### src/rtl/lzbad_ram.sv
// generic single write port ram with registered read
module lzbad_ram #(
    parameter int WIDTH = 8,
    parameter int DEPTH = 256
) (
    input  logic                     clk,
    input  logic                     we,
    input  logic [$clog2(DEPTH)-1:0] waddr,
    input  logic [WIDTH-1:0]         wdata,
    input  logic [$clog2(DEPTH)-1:0] raddr,
    output logic [WIDTH-1:0]         rdata
);

    logic [WIDTH-1:0] mem [DEPTH];

    always_ff @(posedge clk)
    begin
        if (we)
        begin
            mem[waddr] <= wdata;
        end
        rdata <= mem[raddr];
    end

endmodule

### config.mk
export PLATFORM = sky130hd
export DESIGN_NAME = lzbad_ram
export DESIGN_NICKNAME = d
export VERILOG_FILES = /design/src/rtl/lzbad_ram.sv
export SDC_FILE = /design/constraint.sdc
export NUM_CORES = 2
export LEC_CHECK = 0
export BUFFER_PORTS_ARGS = -buffer_cell sky130_fd_sc_hd__buf_2
export CORE_UTILIZATION = 45
export CTS_CLUSTER_DIAMETER = 50
export DETAILED_ROUTE_END_ITERATION = 16
export PLACE_DENSITY = 0.71
export SLEW_MARGIN = 5
export SYNTH_ARGS = -nofsm -noshare
export SYNTH_HDL_FRONTEND = slang
export SYNTH_SLANG_ARGS = --single-unit
### constraint.sdc
create_clock -name clk -period 2.35 [get_ports clk]
set_clock_uncertainty 0.1 [all_clocks]
set_input_delay 0.3525 -clock clk [delete_from_list [all_inputs] [get_ports clk]]
set_output_delay 0.3525 -clock clk [all_outputs]
set_load 0.02 [all_outputs]
==> flow_summary.toml <==
[place]
dp_hpwl_mm = 130
dp.cells = 6632
dpl-instance-area_um2 = 88100
port_buffers = 33
place_worst_setup_slack_ns = -1.23
gp_congestion = 0.902

[sta]
final-setup-viol-count = 4
rsz0062_at_grt = "yes"
layout_setup_ws_ns = -0.0578
whs_ns = 0.0546
hold_viol = 0
tns_ns = -0.150
tightest_slew_ns = 0.716
fin_crit_ns = 2.41
slew_violations = 0
clock.fmax_mhz = 415
period_share = 1.02
maxSlewHeadroom = 0.523

[worst_hold_path]
holdPathStages = 1
hold_class = "in2reg"

[routing]
wl_per_cell_um = 28.5
viasPerCell = 5.97
drtIter0Drc = 5505
dr.pass1.iters = 8
via_count = 41900
drc = 0
postRouteAntennaNets = 0
drt-total-wl_mm = 200

[critical_path]
slowest_stage = "mux4_2"
path_class = "reg2reg"
reg2reg_depth = 7
crit_required_ns = 2.94
max_stage_delay_ns = 0.52
cp.arrival_ns = 2.99
cp-end-kind = "register"
cpMostUsedCell = "mux4_2"
cp_max_fo = 1
worst_setup_path_start_kind = "register"
cp_cell_sequence = "mux4_2, mux4_2, nor2_2, a2111oi_2, nor3_2, buf_4, nor4_1"

[yosys]
avgSynthCellArea_um2 = 21.3
ys_ff_latch = 2056
synth_top_cell_by_area = "edfxtp_1"
synth.distinct_cells = 55
synth_warnings = 0
yosysTopAreaCellShare = 0.773
seq_area_frac_synth = 0.775
syn_nets = 3759
synthTopCellsByArea = "edfxtp_1, mux4_2, mux2i_1"
netlist_instances = 3733
netlist_area_um2 = 79600

[floorplanning]
pin_count = 34
core_um2 = 175000
die_x_um = 422
die_y_um = 422
initial_core_util = 0.455
rows = 153
die_area_um2 = 178000

[global_routing]
antenna_found_initial = 14
overflow = 0
grt_pass1_wl_mm = 290
grtUsageTotal = 0.223
grt_max_degree = 100
grt_pass1_vias = 42200

[clocking]
cts_tree = "done"
clkSinkCount = 2056
htree_levels = 4
clk_pin_slew_ns = 0.06
insertion_delay_ns = 0.83
root_buffer = "clkbuf_16"
numCtsBuffers = 200
post-cts-setup-buffers = 0
cts_max_path_buffers = 3

[layout]
final_common_cell = "edfxtp_1"
fin_cells = 7021
area_delta_synth_final_pct = 19.5
num-nets-final = 4542
layout_common_cells = "edfxtp_1, buf_4, mux4_2"
stdcell_area_um2 = 95100
layout-drive-gt1-share = 0.345
final_core_util = 0.544

[power_and_ir_drop]
power.share.clock = 0.416
p_int_mw = 60.4
p_comb_frac = 0.057
switching_share = 0.214
p_seq_frac = 0.527
power.leakage_nw = 31.0
p_switching_mw = 16.4
finalPower_mw = 76.8
power_density_nw_per_um2 = 808
vdd_drop_max_mv = 0.654

[status]
status = "finished, violations left"
failed_checks = "setup timing"

[run]
cap_violations = 0
[Yosys cell counts (all sizes together)]
| cell type | n |
|---|---|
| a221oi | 14 |
| a31oi | 2 |
| mux2i | 134 |
| o22ai | 28 |
| o211ai | 10 |
| or2 | 4 |
| dfxtp | 8 |
| a21boi | 1 |
| inv | 1 |
| o311ai | 1 |
| mux4 | 456 |
| and2 | 6 |
| mux2 | 1 |
| a211oi | 16 |
| o32ai | 5 |
| o221ai | 47 |
| nand2 | 33 |
| nand3b | 2 |
| nor4 | 27 |
| or2b | 1 |
| and3 | 1 |
| a21oi | 96 |
| a311oi | 2 |
| nor2 | 282 |
| edfxtp | 2048 |
| a22o | 8 |
| nor2b | 31 |
| clkinv | 1 |
| a22oi | 133 |
| o21ai | 12 |
| nand4 | 10 |
| nand2b | 8 |
| o22a | 5 |
| buf | 122 |
| clkbuf | 111 |
| nand3 | 34 |
| nor3 | 22 |
| a2111oi | 5 |
| nor3b | 1 |
| and3b | 2 |
| nor4b | 1 |
| or3b | 1 |
[layout make-up]
| cell class | instances | area, um^2 |
|---|---|---|
| fill | 12900 | 79700 |
| timing repair buffer | 814 | 7160 |
| inverter | 2 | 7.51 |
| tap | 2325 | 2910 |
| clock inverter | 130 | 1290 |
| clock buffer | 241 | 5270 |
| multi-input combinational | 1442 | 16800 |
| sequential | 2056 | 61700 |
| antenna | 11 | 27.5 |
[power by group through the flow]
stage               Sequential (mW)  Combinational, mW  Clock [mW]
finish                         40.5               4.39        31.9
detailed placement             41.3               4.26           0
CTS                            40.5               4.35        32.3
global route                   40.5               4.59        33.6
floorplan                      41.3               1.97           0
global placement               41.3               4.19           0
[final timing paths]
path	slack (ns)	startpoint	endpoint
hold / removal	0.05	wdata[3]	mem[65][3]$_DFFE_PP_
hold reg to reg	0.97	mem[41][3]$_DFFE_PP_	rdata[3]$_DFF_P_
setup / recovery	-0.06	mem[134][7]$_DFFE_PP_	rdata[7]$_DFF_P_
setup reg to reg	-0.06	mem[134][7]$_DFFE_PP_	rdata[7]$_DFF_P_
[flip-flops by register name, indices dropped and copies added, names as in the netlist]
signal and cells:
mem 2048, rdata 8
[critical path: cells and delay by family (launching register included)]
family	cells	cell delay [ns]
flops	1	0.39
compound gates	1	0.06
buf+inv	1	0.21
simple gates	3	0.48
mux	2	1.03
[repair_timing]
| item | 4_1_cts | 5_1_grt |
|---|---|---|
| endpoints found under the hold margin | 262 | 0 |
| cloned | 0 | 1 |
| hold buffers | 6 | 0 |
| pin swaps | 4 | 11 |
| setup endpoints to repair | 8 | 6 |
| gates resized for setup | 31 | 20 |
[cells by family (layout without fill, tap and decap cells)]
kind of cell,after synthesis,after routing,share of synthesized area
compound gates,385,385,0.0342
other cells,0,11,0
buf+inv,235,1187,0.0183
simple gates,466,466,0.0263
mux,591,591,0.146
flops,2056,2056,0.775
[per-layer routing]
layer,vias up,global-route usage,share of wire
li1,17300,-,-
met2,2328,0.352,0.48
met4,2,0.0942,0.044
met3,400,0.0427,0.096
met1,21900,0.306,0.38
met5,-,0,0.000065
(Power assumes the default switching activity.)
