--- src/rtl/lzbad_pkg.sv ---
// shared constants, codes and control structs of the lz binary arithmetic decoder
package lzbad_pkg;

    localparam int WINDOW_BYTES = 1048576;
    localparam int HIST_AW      = $clog2(WINDOW_BYTES);
    localparam int CNT_W        = $clog2(WINDOW_BYTES + 1);

    localparam int NUM_MODELS   = 803;
    localparam int MODEL_AW     = $clog2(NUM_MODELS);
    localparam int MODEL_PREV   = 2;
    localparam int MODEL_LOW    = 3;
    localparam int MODEL_LIT    = 35;
    localparam int MODEL_G0     = 291;
    localparam int MODEL_G1     = 547;
    localparam int PROB_W       = 11;
    localparam int PROB_INIT    = 1024;
    localparam int PROB_ONE     = 2048;
    localparam logic [31:0] RANGE_TOP = 32'h0100_0000;

    localparam logic [1:0] ACT_SUPPLY  = 2'd0;
    localparam logic [1:0] ACT_PULL    = 2'd1;
    localparam logic [1:0] ACT_RESTART = 2'd2;

    localparam logic [2:0] ST_BYTE     = 3'd0;
    localparam logic [2:0] ST_NEED     = 3'd1;
    localparam logic [2:0] ST_END      = 3'd2;
    localparam logic [2:0] ST_REFUSED  = 3'd3;
    localparam logic [2:0] ST_OFFS_ERR = 3'd4;
    localparam logic [2:0] ST_ACCEPTED = 3'd5;

    typedef enum logic [2:0] {
        CO_NONE,
        CO_RESET,
        CO_LOAD,
        CO_NORM,
        CO_MUL,
        CO_RESOLVE
    } coder_op_t;

    typedef struct packed {
        coder_op_t           op;
        logic [7:0]          data;
        logic [PROB_W-1:0]   prob;
        logic                lit_shift;
    } coder_cmd_t;

    typedef struct packed {
        logic                need_norm;
        logic                bit_val;
        logic [PROB_W-1:0]   new_prob;
    } coder_stat_t;

endpackage

--- src/rtl/lzbad_coder.sv ---
// range coder datapath: code and range registers, bound multiplier, model update
module lzbad_coder
    import lzbad_pkg::*;
(
    input  logic        clk,
    input  logic        rst_n,
    input  coder_cmd_t  cmd,
    output coder_stat_t stat
);

    logic [31:0] code_reg, code_next;
    logic [31:0] range_reg, range_next;
    logic [31:0] bound_reg, bound_next;
    logic [PROB_W:0] up_delta;
    logic [PROB_W-1:0] down_delta;
    logic bit_one;

    assign bit_one = (code_reg >= bound_reg);

    always_comb
    begin
        up_delta   = (PROB_W + 1)'(PROB_ONE) - {1'b0, cmd.prob};
        down_delta = cmd.prob;
        if (cmd.lit_shift)
        begin
            up_delta   = up_delta >> 4;
            down_delta = down_delta >> 4;
        end
        else
        begin
            up_delta   = up_delta >> 5;
            down_delta = down_delta >> 5;
        end
    end

    assign stat.need_norm = (range_reg < RANGE_TOP);
    assign stat.bit_val   = bit_one;
    assign stat.new_prob  = bit_one ? (cmd.prob - down_delta)
                                    : (cmd.prob + up_delta[PROB_W-1:0]);

    always_comb
    begin
        code_next  = code_reg;
        range_next = range_reg;
        bound_next = bound_reg;
        unique case (cmd.op)
            CO_NONE:
            begin
            end
            CO_RESET:
            begin
                code_next  = '0;
                range_next = '1;
            end
            CO_LOAD:
            begin
                code_next = {code_reg[23:0], cmd.data};
            end
            CO_NORM:
            begin
                code_next  = {code_reg[23:0], cmd.data};
                range_next = {range_reg[23:0], 8'd0};
            end
            CO_MUL:
            begin
                bound_next = range_reg[31:11] * cmd.prob;
            end
            CO_RESOLVE:
            begin
                if (bit_one)
                begin
                    code_next  = code_reg - bound_reg;
                    range_next = range_reg - bound_reg;
                end
                else
                begin
                    range_next = bound_reg;
                end
            end
            default:
            begin
            end
        endcase
    end

    always_ff @(posedge clk or negedge rst_n)
    begin
        if (!rst_n)
        begin
            code_reg  <= '0;
            range_reg <= '1;
        end
        else
        begin
            code_reg  <= code_next;
            range_reg <= range_next;
        end
    end

    always_ff @(posedge clk)
    begin
        bound_reg <= bound_next;
    end

endmodule

--- config.mk ---
export PLATFORM = sky130hd
export DESIGN_NAME = lzbad_coder
export DESIGN_NICKNAME = d
export VERILOG_FILES = /design/src/rtl/lzbad_pkg.sv /design/src/rtl/lzbad_coder.sv
export SDC_FILE = /design/constraint.sdc
export NUM_CORES = 1
export LEC_CHECK = 0
export BUFFER_PORTS_ARGS = -buffer_cell sky130_fd_sc_hd__buf_2
export CAP_MARGIN = 0
export CORE_ASPECT_RATIO = 1.4
export CORE_MARGIN = 2
export CORE_UTILIZATION = 55
export CTS_CLUSTER_SIZE = 12
export DETAILED_ROUTE_END_ITERATION = 12
export HOLD_SLACK_MARGIN = 0.12
export PLACE_DENSITY = 0.7
export SLEW_MARGIN = 20
export SYNTH_ARGS = -nofsm -noshare
export SYNTH_HDL_FRONTEND = slang
export SYNTH_SLANG_ARGS = --single-unit
--- constraint.sdc ---
create_clock -name clk -period 15.8 [get_ports clk]
set_input_delay 4.74 -clock clk [delete_from_list [all_inputs] [get_ports clk]]
set_output_delay 4.74 -clock clk [all_outputs]
set_load 0.05 [all_outputs]
==> flow_metrics.py, run 1 <==
metrics = {
    "worst_setup_path": {
        "endpoint_kind": "output port",
        "start_kind": "primary input",
        "crit_fanout": 24,
        "path_class": "primary input to output port",
        "cp.required_ns": 11.06,
        "crit_arrival_ns": 9.45,
    },
    "hold_path": {
        "min_path_type": "flip-flop to flip-flop",
    },
    "placed_design": {
        "dpl.hpwl_mm": 33.6,
        "place.gp.congestion": 0.943,
        "numPortBuffers": 37,
        "dpl.cell_count": 2182,
    },
    "route": {
        "firstDrtPassIters": 7,
        "drc": 0,
        "wl_mm": 43.2,
        "highest_layer": "met4",
        "wl_met2_mm": 22.7,
        "wire_per_inst_um": 19.7,
        "wl_met3_mm": 2.20,
        "avgViaCountPerCell": 6.01,
        "routedLengthMet1_mm": 16.2,
        "first_iter_violations": 917,
        "vias": 13213,
        "drtAntennaViolNets": 0,
    },
    "clock_network": {
        "cts_root_buffer": "clkbuf_16",
        "worstSkewPairLatency_ns": 0.38,
        "numCtsBuffers": 9,
        "postCtsSetupBuffers": 0,
        "clk_pin_slew_ns": 0.07,
        "cts_tree": "built",
        "cts_hold_buf": 0,
        "ctsResizeCount": 0,
        "cts_buffer_depth": 2,
        "ctsHtreeMaxLevel": 3,
        "cts.sinks": 96,
    },
    "timing": {
        "slew_viol_final": 0,
        "tightest_slew_ns": 0.877,
        "finClkSkew_ns": 0.0117,
        "slew_headroom_pct": 41.5,
        "final-setup-viol-count": 0,
        "fin_crit_ns": 14.19,
        "max_freq_ghz": 0.0705,
        "rsz0062_at_grt": "no",
        "period_share_pct": 89.8,
        "hold_viol": 0,
        "tns_ns": 0,
    },
    "synth": {
        "synth_area_leaders": "fa_1, ha_1, edfxtp_1, inv_1, dfstp_2",
        "synth_top_cell_by_area": "fa_1",
        "synthesis.area_um2": 15600,
        "avgSynthCellArea_um2": 8.33,
        "synth.most_common_cell": "inv_1",
        "ys_ff_latch": 96,
        "synth_top_area_share_pct": 22.3,
        "synth_cells": 1868,
        "synth.top_cells.by_count": "inv_1, nand2_1, fa_1",
        "synth.net_count": 2210,
        "synth_cell_types": 74,
        "ys_seq_area_share_pct": 16.7,
        "ys_warn_count": 0,
        "synth_edf_count": 32,
        "synth_ff_type": "edfxtp_1",
        "synth-async-reset-ratio_pct": 66.7,
    },
    "cells_and_area": {
        "area_delta_synth_final_pct": 4.08,
        "final.fill_count": 2578,
        "antenna_cells": 0,
        "nets": 2165,
        "layout-drive-gt1-share_pct": 6.07,
        "final_cells": 2198,
    },
    "run_status": {
        "status": "finished clean",
    },
    "global_routing": {
        "grt-ovfl-total": 0,
        "antenna_found_initial": 0,
        "grt_pass1_vias": 13815,
        "grt_first_pass_wirelength_mm": 70.2,
        "grt_usage_pct": 29.9,
        "grt_max_degree": 87,
    },
    "floorplan": {
        "start_util_pct": 56.0,
        "dieArea_um2": 29700,
        "design.core.area_um2": 27700,
        "rows": 72,
        "die_h_um": 203,
        "ioPinCount": 38,
        "die_width_um": 146,
    },
    "run": {
        "maxCapViolCount": 0,
    },
}
[stage by stage]
| step | util, % | hold WS, ns | instance area, um2 | worst slack (ns) |
|---|---|---|---|---|
| floorplan | - | 0.456 | 15600 | 2.31 |
| global placement | 57.3 | 0.476 | 15900 | 1.83 |
| detailed placement | 57.3 | 0.511 | 15900 | 1.73 |
| CTS | 58.3 | 0.526 | 16200 | 1.71 |
| global route | 58.3 | 0.565 | 16200 | 1.23 |
| finish | 58.3 | 0.514 | 16200 | 1.61 |
[area by class of cell]
type	instances	area (um2)	area share, %
Tap cell	370	463	2.86
Multi-Input combinational cell	1438	11700	72.3
Inverter	233	875	5.40
Clock buffer	10	229	1.41
Clock inverter	6	67.6	0.417
Timing Repair Buffer	45	245	1.52
Sequential cell	96	2600	16.1
[layer usage]
layer / vias to the layer above / track usage, %
met5: - / 0
met4: 0 / 14.4
met3: 139 / 3.30
met2: 449 / 55.2
met1: 6443 / 34.4
li1: 6182 / -
[cell usage in the layout (no fill, tap or decap), drive strengths merged, types with 8 or more instances in the layout]
master,instances
a211oi,16
a21o,39
a21oi,146
a221oi,26
a22oi,8
a31oi,17
and2,96
and3,11
buf,45
clkbuf,10
dfrtp,32
dfstp,32
edfxtp,32
fa,173
ha,144
inv,234
nand2,216
nand2b,18
nand3,32
nand4,9
nor2,127
nor2b,18
nor3,25
o211ai,11
o21a,8
o21ai,94
o21bai,12
o22ai,19
o31ai,8
xnor2,64
xor2,26
[cell families (layout without fill, tap and decap cells)]
kind of cell | count (synthesis) | after routing | share of synthesized area (%)
DFF | 96 | 96 | 16.7
adders and majority gates | 318 | 318 | 33.9
buffers and inverters | 334 | 294 | 8.12
and+or+nand+nor | 578 | 578 | 17.7
muxes | 7 | 7 | 0.467
xor gates and xnor gates | 90 | 90 | 5.07
AOI/OAI and AO/OA | 445 | 445 | 18.0
[worst max-delay path, cell delays in order]
cell and delay [ns]:
buf_2 0.27, or4_4 0.63, or3_1 0.49, o211ai_1 0.24
ha_1 0.33, xnor2_1 0.12, nand4b_1 0.10, o21ai_0 0.10
a211oi_1 0.28, ha_1 0.32, o21ai_0 0.12, a21boi_0 0.15
o21ai_0 0.30, a21boi_0 0.19, o21a_1 0.21, o21ai_0 0.17
nand2b_1 0.07, a21oi_1 0.18, xnor2_1 0.14, buf_2 0.29
[path summary, 6_finish.rpt]
path	start	depth (start not counted)	slack, ns	endpoint
worst max-delay path	cmd[2]	20	1.61	stat[9]
worst min-delay path	code_reg[29]$_DFFE_PN0P_	2	0.51	code_reg[29]$_DFFE_PN0P_
worst max register to register	range_reg[18]$_DFFE_PN1P_	18	9.43	bound_reg[31]$_DFFE_PN_
worst min register to register	code_reg[29]$_DFFE_PN0P_	2	0.51	code_reg[29]$_DFFE_PN0P_
max in group asynchronous	rst_n	2	10.55	code_reg[26]$_DFFE_PN0P_
min in group asynchronous	rst_n	1	4.24	code_reg[5]$_DFFE_PN0P_
Power of run 1 is left out: the tool's default activity adds up to more than one toggle a clock period on the data nets, which glitch-free logic cannot reach.
==> run 2: changes to the inputs <==
--- a/config.mk
+++ b/config.mk
@@ -5,15 +5,16 @@
 export SDC_FILE = /design/constraint.sdc
 export NUM_CORES = 1
 export LEC_CHECK = 0
-export BUFFER_PORTS_ARGS = -buffer_cell sky130_fd_sc_hd__buf_2
 export CAP_MARGIN = 0
 export CORE_ASPECT_RATIO = 1.4
 export CORE_MARGIN = 2
 export CORE_UTILIZATION = 55
 export CTS_CLUSTER_SIZE = 12
 export DETAILED_ROUTE_END_ITERATION = 12
+export DONT_BUFFER_PORTS = 1
+export GPL_TIMING_DRIVEN = 0
 export HOLD_SLACK_MARGIN = 0.12
-export PLACE_DENSITY = 0.7
+export PLACE_DENSITY = 0.68
 export SLEW_MARGIN = 20
 export SYNTH_ARGS = -nofsm -noshare
 export SYNTH_HDL_FRONTEND = slang
==> flow_metrics.py, run 2 (synthesized netlist as in run 1, its figures left out) <==
metrics = {
    "run_status": {
        "status": "finished clean",
    },
    "cells_and_area": {
        "layout-drive-gt1-share_pct": 3.55,
        "antenna_cells": 0,
        "layout_commonest_cell": "inv_1",
        "final_cell_mix": "inv_1, nand2_1, fa_1",
        "nets": 2224,
        "area_delta_synth_final_pct": 4.93,
    },
    "clock_network": {
        "worstSkewPairLatency_ns": 0.38,
        "cts.sinks": 96,
        "cts_tree": "built",
        "ctsHtreeMaxLevel": 3,
        "clk_pin_slew_ns": 0.07,
        "postCtsSetupBuffers": 0,
        "cts_root_buffer": "clkbuf_16",
        "cts_buffer_depth": 2,
        "ctsResizeCount": 0,
        "cts_hold_buf": 0,
        "numCtsBuffers": 9,
    },
    "timing": {
        "worst_slack_ns": 1.71,
        "period_share_pct": 89.2,
        "hold_viol": 0,
        "final-setup-viol-count": 0,
        "tns_ns": 0,
        "rsz0062_at_grt": "no",
        "tightest_slew_ns": 1.21,
        "max_freq_ghz": 0.0710,
        "whs_ns": 0.495,
        "slew_headroom_pct": 19.1,
        "fin_crit_ns": 14.09,
        "finClkSkew_ns": 0.0159,
        "slew_viol_final": 0,
    },
    "floorplan": {
        "rows": 72,
        "start_util_pct": 56.0,
        "die_width_um": 146,
        "die_h_um": 203,
        "dieArea_um2": 29700,
        "ioPinCount": 38,
        "design.core.area_um2": 27700,
    },
    "global_routing": {
        "grt_first_pass_wirelength_mm": 78.1,
        "antenna_found_initial": 0,
        "grt_pass1_vias": 14353,
        "grt_max_degree": 65,
        "grt-ovfl-total": 0,
        "grt_usage_pct": 34.4,
    },
    "placed_design": {
        "place_ws_ns": 1.78,
        "numPortBuffers": 0,
        "place.gp.congestion": 0.946,
        "dpl.hpwl_mm": 40.7,
    },
    "route": {
        "vias": 13767,
        "wl_mm": 49.9,
        "drtAntennaViolNets": 0,
        "first_iter_violations": 730,
        "drc": 0,
        "firstDrtPassIters": 5,
        "avgViaCountPerCell": 6.10,
        "wire_per_inst_um": 22.1,
    },
    "hold_path": {
        "min_path_type": "flip-flop to flip-flop",
        "worstHoldStart": "code_reg[29]$_DFFE_PN0P_",
    },
    "worst_setup_path": {
        "crit_fanout": 8,
        "cp-startpoint": "cmd[2]",
        "endpoint_kind": "output port",
        "path_class": "primary input to output port",
        "cp.required_ns": 11.06,
        "r2r_start": "range_reg[31]$_DFFE_PN1P_",
        "start_kind": "primary input",
        "crit_arrival_ns": 9.35,
    },
    "run": {
        "maxCapViolCount": 0,
    },
}
-- run 2: worst max-delay path, stage by stage --
cell	delay, ns
or4_4	0.55
or3_1	0.32
buf_4	0.18
o211ai_1	0.18
ha_1	0.36
nand2_1	0.11
mux2i_1	0.15
nand2_1	0.08
a21oi_1	0.16
a211oi_1	0.08
ha_1	0.33
o21ai_0	0.17
a21boi_0	0.27
o21ai_0	0.15
a21boi_0	0.27
o21a_1	0.17
o21ai_0	0.07
nand2b_1	0.08
a21oi_1	0.07
xnor2_1	0.86
-- run 2: final timing paths --
check / end / slack, ns / depth (start not counted)
hold reg to reg: code_reg[29]$_DFFE_PN0P_ / 0.50 / 2
hold / removal: code_reg[29]$_DFFE_PN0P_ / 0.50 / 2
setup / recovery: stat[9] / 1.71 / 20
setup reg to reg: bound_reg[31]$_DFFE_PN_ / 8.94 / 22
min in group asynchronous: code_reg[6]$_DFFE_PN0P_ / 4.05 / 0
max in group asynchronous: range_reg[25]$_DFFE_PN1P_ / 11.52 / 0
-- run 2: metrics by stage --
step | util, % | instance area, um2 | cells
after floorplan | - | 15600 | 1868
after global placement | 57.7 | 16000 | 2238
after global routing | 58.8 | 16300 | 2257
after detailed placement | 57.8 | 16000 | 2241
after CTS | 58.8 | 16300 | 2257
final | 58.8 | 16300 | 2257
-- run 2: cell type report --
cell class              count  area [um2]
inverters                 233         875
clock inverters             7        47.5
plain buffers             101         388
fillers                  2648       11400
repair buffers              3        26.3
clock buffers               9         225
well taps                 370         463
multi-input cells        1438       11700
flip-flops and latches     96        2600
-- run 2: per-layer routing --
metal  track usage [%]  part of all wire [%]
met2              63.1                    52
met1              36.5                    35
met4              23.4                   7.7
met3              4.63                   5.2
met5                 0                     0
Power of run 2 is left out for the same reason.
